## config.mk

```make
export PLATFORM = sky130hd
export DESIGN_NAME = rotate_add_prng_with_seeding_unit
export DESIGN_NICKNAME = d
export VERILOG_FILES = /design/src/rtl/rap_pkg.sv /design/src/rtl/rap_alu.sv /design/src/rtl/rotate_add_prng_with_seeding_unit.sv
export SDC_FILE = /design/constraint.sdc
export NUM_CORES = 1
export LEC_CHECK = 0
export BUFFER_PORTS_ARGS = -buffer_cell sky130_fd_sc_hd__buf_4
export CORE_ASPECT_RATIO = 0.5
export CORE_MARGIN = 1
export CORE_UTILIZATION = 30
export DETAILED_ROUTE_END_ITERATION = 10
export SLEW_MARGIN = 20
export SYNTH_ARGS = -nofsm -noshare
export SYNTH_HDL_FRONTEND = slang
export SYNTH_SLANG_ARGS = --single-unit
```

## constraint.sdc

```tcl
create_clock -name aclk -period 4.9 [get_ports aclk]
set_input_delay 0.735 -clock aclk [delete_from_list [all_inputs] [get_ports aclk]]
set_output_delay 0.735 -clock aclk [all_outputs]
set_load 0.01 [all_outputs]
```

## src/rtl/rap_pkg.sv

```systemverilog
`default_nettype none

package rap_pkg;

    localparam int unsigned WordW  = 32;
    localparam int unsigned AluW   = WordW + 1;
    localparam int unsigned RotAmt = 16;
    localparam int unsigned Rounds = 32'h20;
    localparam int unsigned CntW   = $clog2(Rounds);

    localparam logic [WordW-1:0] ZeroSeedHigh = 32'h6000_9755;
    localparam logic [WordW-1:0] ZeroSeedLow  = 32'hdead_beef;
    localparam logic [WordW-1:0] SeedMask     = 32'hbead_29ba;

    localparam logic ActReseed = 1'b0;
    localparam logic ActDraw   = 1'b1;

    typedef struct packed {
        logic [AluW-1:0] a;
        logic [AluW-1:0] b;
        logic            cin;
    } alu_req_t;

    function automatic logic [WordW-1:0] rot16(input logic [WordW-1:0] x);
        rot16 = {x[WordW-RotAmt-1:0], x[WordW-1:WordW-RotAmt]};
    endfunction

endpackage

`default_nettype wire

```

## src/rtl/rap_alu.sv

```systemverilog
`default_nettype none

module rap_alu
    import rap_pkg::*;
(
    input  wire alu_req_t        req,
    output logic [AluW:0]        sum
);

    assign sum = {1'b0, req.a} + {1'b0, req.b} + {{AluW{1'b0}}, req.cin};

endmodule

`default_nettype wire

```

## src/rtl/rotate_add_prng_with_seeding_unit.sv

```systemverilog
`default_nettype none

// Rotate-add generator over a pair of 32-bit words. A reseed word (action 0)
// loads the pair from s_seed_value (fixed constants for a zero seed) and
// runs 32 rounds, then returns 0. A draw word (action 1) takes one round
// and then a bit-serial restoring remainder against s_limit; a zero limit
// returns 0 and leaves the state alone. All rounds and remainder steps go
// through one shared 33-bit adder. One word is in flight at a time; s_ready
// is high while idle, even when a result still waits on m_ready.

module rotate_add_prng_with_seeding_unit
    import rap_pkg::*;
(
    input  wire               aclk,
    input  wire               aresetn,
    input  wire               s_valid,
    output logic              s_ready,
    input  wire               s_action,
    input  wire [WordW-1:0]   s_seed_value,
    input  wire [WordW-1:0]   s_limit,
    output logic              m_valid,
    input  wire               m_ready,
    output logic [WordW-1:0]  m_value
);

    typedef enum logic [2:0] {
        ST_IDLE, ST_SEED_A, ST_SEED_B, ST_DRAW_A, ST_DRAW_B, ST_DIV, ST_DONE
    } state_t;

    state_t            state_reg, state_next;
    logic [WordW-1:0]  hi_reg, hi_next;
    logic [WordW-1:0]  lo_reg, lo_next;
    logic [WordW-1:0]  rem_reg, rem_next;
    logic [WordW-1:0]  div_reg, div_next;
    logic [WordW-1:0]  limit_reg, limit_next;
    logic [WordW-1:0]  res_reg, res_next;
    logic [CntW-1:0]   cnt_reg, cnt_next;
    logic              m_valid_reg, m_valid_next;
    logic [WordW-1:0]  m_value_reg, m_value_next;

    alu_req_t          alu_req;
    logic [AluW:0]     alu_sum;
    logic [AluW-1:0]   trial;
    logic [WordW-1:0]  rem_step;

    rap_alu u_alu (
        .req (alu_req),
        .sum (alu_sum)
    );

    assign s_ready = (state_reg == ST_IDLE);
    assign m_valid = m_valid_reg;
    assign m_value = m_value_reg;

    assign trial    = {rem_reg, div_reg[WordW-1]};
    assign rem_step = alu_sum[AluW] ? alu_sum[WordW-1:0] : trial[WordW-1:0];

    always_comb begin
        alu_req = '0;
        unique case (state_reg)
            ST_SEED_A, ST_DRAW_A: begin
                alu_req.a = {1'b0, rot16(hi_reg)};
                alu_req.b = {1'b0, lo_reg};
            end
            ST_SEED_B, ST_DRAW_B: begin
                alu_req.a = {1'b0, lo_reg};
                alu_req.b = {1'b0, hi_reg};
            end
            ST_DIV: begin
                // trial - limit as trial + ~limit + 1; carry out means no borrow
                alu_req.a   = trial;
                alu_req.b   = ~{1'b0, limit_reg};
                alu_req.cin = 1'b1;
            end
            default: alu_req = '0;
        endcase
    end

    always_comb begin
        state_next   = state_reg;
        hi_next      = hi_reg;
        lo_next      = lo_reg;
        rem_next     = rem_reg;
        div_next     = div_reg;
        limit_next   = limit_reg;
        res_next     = res_reg;
        cnt_next     = cnt_reg;
        m_valid_next = m_valid_reg;
        m_value_next = m_value_reg;

        if (m_valid_reg && m_ready) begin
            m_valid_next = 1'b0;
        end

        unique case (state_reg)
            ST_IDLE: begin
                if (s_valid) begin
                    cnt_next   = '0;
                    limit_next = s_limit;
                    res_next   = '0;
                    if (s_action == ActReseed) begin
                        if (s_seed_value == '0) begin
                            hi_next = ZeroSeedHigh;
                            lo_next = ZeroSeedLow;
                        end else begin
                            hi_next = s_seed_value ^ SeedMask;
                            lo_next = s_seed_value;
                        end
                        state_next = ST_SEED_A;
                    end else if (s_limit == '0) begin
                        state_next = ST_DONE;
                    end else begin
                        state_next = ST_DRAW_A;
                    end
                end
            end
            ST_SEED_A: begin
                hi_next    = alu_sum[WordW-1:0];
                state_next = ST_SEED_B;
            end
            ST_SEED_B: begin
                lo_next  = alu_sum[WordW-1:0];
                cnt_next = cnt_reg + 1'b1;
                if (cnt_reg == CntW'(Rounds - 1)) begin
                    state_next = ST_DONE;
                end else begin
                    state_next = ST_SEED_A;
                end
            end
            ST_DRAW_A: begin
                hi_next    = alu_sum[WordW-1:0];
                state_next = ST_DRAW_B;
            end
            ST_DRAW_B: begin
                lo_next    = alu_sum[WordW-1:0];
                div_next   = hi_reg;
                rem_next   = '0;
                cnt_next   = '0;
                state_next = ST_DIV;
            end
            ST_DIV: begin
                rem_next = rem_step;
                div_next = {div_reg[WordW-2:0], 1'b0};
                cnt_next = cnt_reg + 1'b1;
                if (cnt_reg == CntW'(WordW - 1)) begin
                    res_next   = rem_step;
                    state_next = ST_DONE;
                end
            end
            ST_DONE: begin
                if (!m_valid_reg || m_ready) begin
                    m_valid_next = 1'b1;
                    m_value_next = res_reg;
                    state_next   = ST_IDLE;
                end
            end
            default: state_next = ST_IDLE;
        endcase
    end

    always_ff @(posedge aclk) begin
        if (!aresetn) begin
            state_reg   <= ST_IDLE;
            hi_reg      <= WordW'(1);
            lo_reg      <= '0;
            cnt_reg     <= '0;
            m_valid_reg <= 1'b0;
        end else begin
            state_reg   <= state_next;
            hi_reg      <= hi_next;
            lo_reg      <= lo_next;
            cnt_reg     <= cnt_next;
            m_valid_reg <= m_valid_next;
        end
        rem_reg     <= rem_next;
        div_reg     <= div_next;
        limit_reg   <= limit_next;
        res_reg     <= res_next;
        m_value_reg <= m_value_next;
    end

    a_div_limit_nonzero: assert property (@(posedge aclk) disable iff (!aresetn)
        (state_reg == ST_DIV) |-> (limit_reg != '0))
        else $error("remainder running with zero limit");

    a_rem_below_limit: assert property (@(posedge aclk) disable iff (!aresetn)
        (state_reg == ST_DIV) |-> (rem_reg < limit_reg))
        else $error("partial remainder not below limit");

    a_state_held_in_div: assert property (@(posedge aclk) disable iff (!aresetn)
        (state_reg == ST_DIV) |=> ($stable(hi_reg) && $stable(lo_reg)))
        else $error("generator words changed during remainder");

    a_done_to_output: assert property (@(posedge aclk) disable iff (!aresetn)
        (state_reg == ST_DONE && (!m_valid_reg || m_ready)) |=> m_valid_reg)
        else $error("finished word not presented");

endmodule

`default_nettype wire

```

# == After elaboration in Yosys (flattened, before gate mapping) ==
# Index checks and enable logic that the tools add are counted.
# word_totals
word_cells,75
ramBits,0
mem_bits_ro,0
register_bits,233
memories,0
latchBits,0
out_inout_bits,34
in_bits,69
# op_classes
multipliers,0
n_addsub,3
mux,28
eq_ne,11
n_lt_le_gt_ge,0
reduce_logical,21
n_shift,0
div,0
bitwise,2
# ops
op,n
$pmux W32 S2,5
$mux W32,9
$pmux W66 S3,1
$logic_not A32 Y1,2
$add A33 B33 Y34,1
$add A34 B1 Y34,1
$not A32 Y33,1
$pmux W3 S7,1
$not A19 Y19,1
$mux W3,6
$pmux W5 S3,1
$reduce_and A3 Y1,4
$eq A3 B3 Y1 const B,3
$ne A2 B2 Y1 const B,4
$reduce_bool A2 Y1,4
$eq A3 B2 Y1 const B,2
$reduce_and A2 Y1,3
$reduce_or A2 Y1,3
$add A5 B1 Y5 const B,1
$eq A5 B5 Y1 const B,1
$mux W5,1
$mux W1,4
$eq A3 B1 Y1 const B,1
$logic_not A3 Y1,1
4 further kinds,4

# == Depth between registers and ports, before layout ==
# depth
word_depth,8
depth_mapped,19
ltp_nobuf,16

# == By module ==
# A second synthesis with hierarchy kept.
# hier_totals
hier_cells,1241
area_unflattened_um2,12523.3
# modules_own_cells
module,n_inst,cells_per_inst,seq_area_each_um2,area_each_um2
rotate_add_prng_with_seeding_unit,1,949,6266.0,10471.3
rap_alu,1,292,0.0,2052.0

# == Worst setup path before layout ==
# Ideal clock, no wire load.
# synth_path
path_kind,register to register
from,reg state_reg[1]
to,reg rem_reg[28] (data pin)
setup_ps,140
n_path_buf,3
arrival_ps,5269
path_slack_ps,-510
synth_period_minus_slack_ps,5410
path_stages_with_launch,20
t_required_ps,4760
path_cell_list,dfxtp_1 nand2b_1 inv_1 nand2_1 clkbuf_1 inv_1 clkbuf_1 buf_1 fa_1 inv_1 fa_1 nand2b_1 a21oi_1 o21ai_0 o21bai_2 a2bb2oi_2 a31o_2 a221oi_2 or4b_1 nand3_1
# synth_between
elab_chain_len,7
word_cells_on_any_way,13
classes_between,2 x add/sub; 5 x eq/ne; 4 x mux; 2 x reduce/logical
# synth_rtl
element,line_no,source
from (decl),rotate_add_prng_with_seeding_unit.sv:30,"state_t state_reg, state_next;"
from (signal assigned),rotate_add_prng_with_seeding_unit.sv:169,state_reg <= state_next;
$eq A3 B2 Y1 (tied with other cells),rotate_add_prng_with_seeding_unit.sv:60,unique case (state_reg)
$reduce_or A2 Y1 (no source line),n/a,
$pmux W66 S3,rotate_add_prng_with_seeding_unit.sv:60,
$add A33 B33 Y34,rap_alu.sv:10,"assign sum = {1'b0, req.a} + {1'b0, req.b} + {{AluW{1'b0}}, req.cin};"
$add A34 B1 Y34,rap_alu.sv:10,
$mux W32,rotate_add_prng_with_seeding_unit.sv:56,assign rem_step = alu_sum[AluW] ? alu_sum[WordW-1:0] : trial[WordW-1:0];
$pmux W32 S2 (*),rotate_add_prng_with_seeding_unit.sv:95,unique case (state_reg)
net rem_next[28],rotate_add_prng_with_seeding_unit.sv:33,"logic [WordW-1:0] rem_reg, rem_next;"
to (signal assigned),rotate_add_prng_with_seeding_unit.sv:175,rem_reg <= rem_next;
to (decl),rotate_add_prng_with_seeding_unit.sv:33,
# The timed path passes the listed nets; every way through them passes the cells marked *.
# A chain may end at the register's enable or synchronous reset.

# == Worst setup path in the final report ==
# layout_path
from,reg state_reg[0]
to,reg res_reg[10] (data pin)
# layout_between
elab_chain_len,8
word_cells_on_any_way,15
classes_between,2 x add/sub; 5 x eq/ne; 5 x mux; 3 x reduce/logical
# layout_rtl
element,line_no,source
$eq A3 B2 Y1 (tied with other cells),rotate_add_prng_with_seeding_unit.sv:60,
$reduce_or A2 Y1 (no source line),n/a,
$pmux W66 S3,rotate_add_prng_with_seeding_unit.sv:60,
$add A33 B33 Y34,rap_alu.sv:10,
$add A34 B1 Y34,rap_alu.sv:10,
$mux W32,rotate_add_prng_with_seeding_unit.sv:56,
$mux W32,rotate_add_prng_with_seeding_unit.sv:145,if (cnt_reg == CntW'(WordW - 1)) begin
$pmux W32 S2 (*),rotate_add_prng_with_seeding_unit.sv:95,
to (signal assigned),rotate_add_prng_with_seeding_unit.sv:178,res_reg <= res_next;
to (decl),rotate_add_prng_with_seeding_unit.sv:36,"logic [WordW-1:0] res_reg, res_next;"
# Mark *: on every way between the ends. The rest lies on a longest branch, timed or not. The select of a mux whose other input is x is not followed.

==> metrics.cfg <==
[synth]
yosysWarnings = 0
async_reset_ff_share_pct = 0
ys_types = 74
synthCells = 1289
netlist_top_cells_area = edfxtp_1 (38%), dfxtp_1 (12%), mux2i_1 (6.9%)
synth_ff_type = edfxtp_1
ys_ff_latch = 233
syn_avg_cell_area_um2 = 9.84
seq_area_frac_synth_pct = 49.4
synth-edff-count = 160
synthDominantCellAreaShare_pct = 37.9
synth_area_um2 = 12700
synth_top_area_cell = edfxtp_1
syn_nets = 1393

[cells_and_area]
fin_area_um2 = 14800
final_nets = 1456
syn2layout_area_growth_pct = 16.4
drive_gt1_share_pct = 15.0
num_antenna_cells = 0
nFillCells = 4130

[clock_tree]
cts_resized = 0
htree_levels = 1
tritoncts = yes
clock_latency_ps = 540
cts_sinks = 233
clock-root-buffer = clkbuf_16
cts_hold_buf = 0
cts_setup_buffers = 0
clkTransAtPathRegs_ps = 60
cts_buffers = 24
cts_buffer_depth = 3

[setup_path]
critPathArrivalTime_ps = 4750
end_kind = flip-flop
cp_max_fo = 68
critPathKind = flip-flop to flip-flop
start_kind = flip-flop
reg2reg_depth = 16
crit_required_ps = 5140

[global_routing]
grt-ovfl-total = 0
grt_pass1_wl_mm = 63.6
grt_pass1_vias = 10100
grt_max_degree = 69
track_usage_pct = 19.2
antenna_found_initial = 0

[sta]
relSlewSlack_pct = 26.3
tightest_slew_ps = 1100
slew_violations = 0
skew_ps = 19.3
rsz0062_at_grt = false
max_freq_ghz = 0.222
period_share_pct = 92.1
setup_violations = 0
period_minus_slack_ps = 4510
fin_tns_setup_ps = 0
hold_viol = 0

[detailed_routing]
drc = 0
vias_per_cell = 5.48
first_pass_iters = 6
drt_iter0_drc = 1110
drt-total-wl_mm = 42.1
wl_per_cell_um = 21.7
dr_total_vias = 10600
ant_nets = 0

[die]
dieArea_um2 = 43200
die_x_um = 293
ios = 103
initial_core_util_pct = 30.9
rows = 52
die_h_um = 147
core_area_um2 = 41100

[placement]
io_buffer_count = 102
dp_hpwl_mm = 30.6
placed_cell_area_um2 = 14000
place_congestion = 0.986

[pwr]
internal_power_mw = 3.80
p_seq_share_pct = 44.2
combPwrFrac_pct = 25.9
clock_power_share_pct = 29.9
switching_power_mw = 1.98
p_leak_nw = 5.50
power.share.switching_pct = 34.2
powerDensity_nw_per_um2 = 391
ir_drop_mv = 0.208

[worst_hold_path]
hold_class = primary input to flip-flop
hold_depth = 1

[outcome]
run_status = finished clean

[flow_run]
drv_cap = 0

kinds of logic after synthesis:
family	synth area share [%]
xor+xnor	1.93
fa+ha+maj	3.57
buf+inv	4.85
simple gates	13.7
compound gates	19.3
mux	7.21
flops	49.4
path summary, 6_finish.rpt:
check                  endpoint  slack (ps)    startpoint
setup reg to reg    res_reg[10]         390  state_reg[0]
setup / recovery    res_reg[10]         390  state_reg[0]
hold reg to reg      m_value[5]         420    res_reg[5]
hold / removal    limit_reg[11]         390   s_limit[11]
cells in the final DEF (no fill, tap or decap), types with 4 or more instances in the layout:
master     count
inv_1         41
a22oi_1       62
xor2_1         9
nand4_1        8
nand3_1       14
nor2_1       105
a21o_1        21
edfxtp_1     160
o211ai_1      11
clkinv_1       5
nand3b_1       4
xnor2_1       19
a211oi_1      13
mux2i_1       88
clkinv_2       6
a21oi_1       95
o21ai_0       35
a31oi_1        4
buf_4        133
o221ai_1      26
nand2b_1       6
o22ai_1       58
nand2_1      183
o2bb2ai_1      4
ha_1          33
a22o_1         4
clkbuf_16     25
nor4_1        16
nor3_1        22
a311oi_1       4
dfxtp_1       71
power by group through the flow:
stage	clock network [mW]	registers (mW)	logic, mW
3_3_place_gp	0	2.59	1.47
4_1_cts	1.76	2.55	1.47
3_5_place_dp	0	2.59	1.46
5_1_grt	1.84	2.57	1.62
2_1_floorplan	0	2.49	1.02
6_report	1.73	2.56	1.50
cell type report:
class	instances	area [µm²]	area share (%)
well taps	567	709	4.80
flip-flops and latches	233	6270	42.5
inverters	43	165	1.12
multi-input cells	914	5840	39.5
clock inverters	16	91.3	0.618
clock buffers	28	637	4.31
repair buffers	136	1060	7.17
metrics by stage:
step | hold WS (ps) | setup WS (ps) | power, mW | util, % | std cells
6_report | 387 | 387 | 5.78 | 36.0 | 1937
5_1_grt | 364 | 154 | 6.03 | 36.0 | 1937
4_1_cts | 368 | 487 | 5.78 | 36.0 | 1937
3_5_place_dp | 405 | 493 | 4.05 | 34.2 | 1893
3_3_place_gp | 402 | 592 | 4.07 | 34.2 | 1893
2_1_floorplan | 400 | 60.2 | 3.51 | - | 1289
critical path, cell delays in order, from the launching register on:
cell	delay, ps
dfxtp_4	390
buf_12	320
buf_4	390
a22oi_1	140
o22ai_1	180
ha_1	290
nand2_2	140
nor3_2	210
a21boi_0	420
nor3b_1	150
and4bb_1	350
nor3_2	80
nor3_4	170
buf_4	270
buf_4	330
mux2i_1	240
nor2_1	70
per-layer routing:
layer	global-route usage, %	vias to the layer above	share of wire, %
met4	3.77	0	1.7
met5	0	-	0
met1	28.8	5196	48
met3	3.26	43	8.1
met2	29.0	449	42
li1	-	4934	-
Yosys cell counts (10+ instances only):
| cell | number |
|---|---|
| a21oi_1 | 95 |
| edfxtp_1 | 160 |
| a211oi_1 | 13 |
| inv_1 | 43 |
| o22ai_1 | 58 |
| o221ai_1 | 26 |
| o211ai_1 | 11 |
| nor3_1 | 22 |
| ha_1 | 33 |
| clkbuf_1 | 72 |
| a21o_1 | 21 |
| nand3_1 | 14 |
| nand2_1 | 184 |
| dfxtp_1 | 73 |
| nor2_1 | 106 |
| a22oi_1 | 62 |
| nor4_1 | 16 |
| mux2i_1 | 88 |
| buf_1 | 10 |
| xnor2_1 | 19 |
| o21ai_0 | 37 |
(Power assumes the default switching activity.)
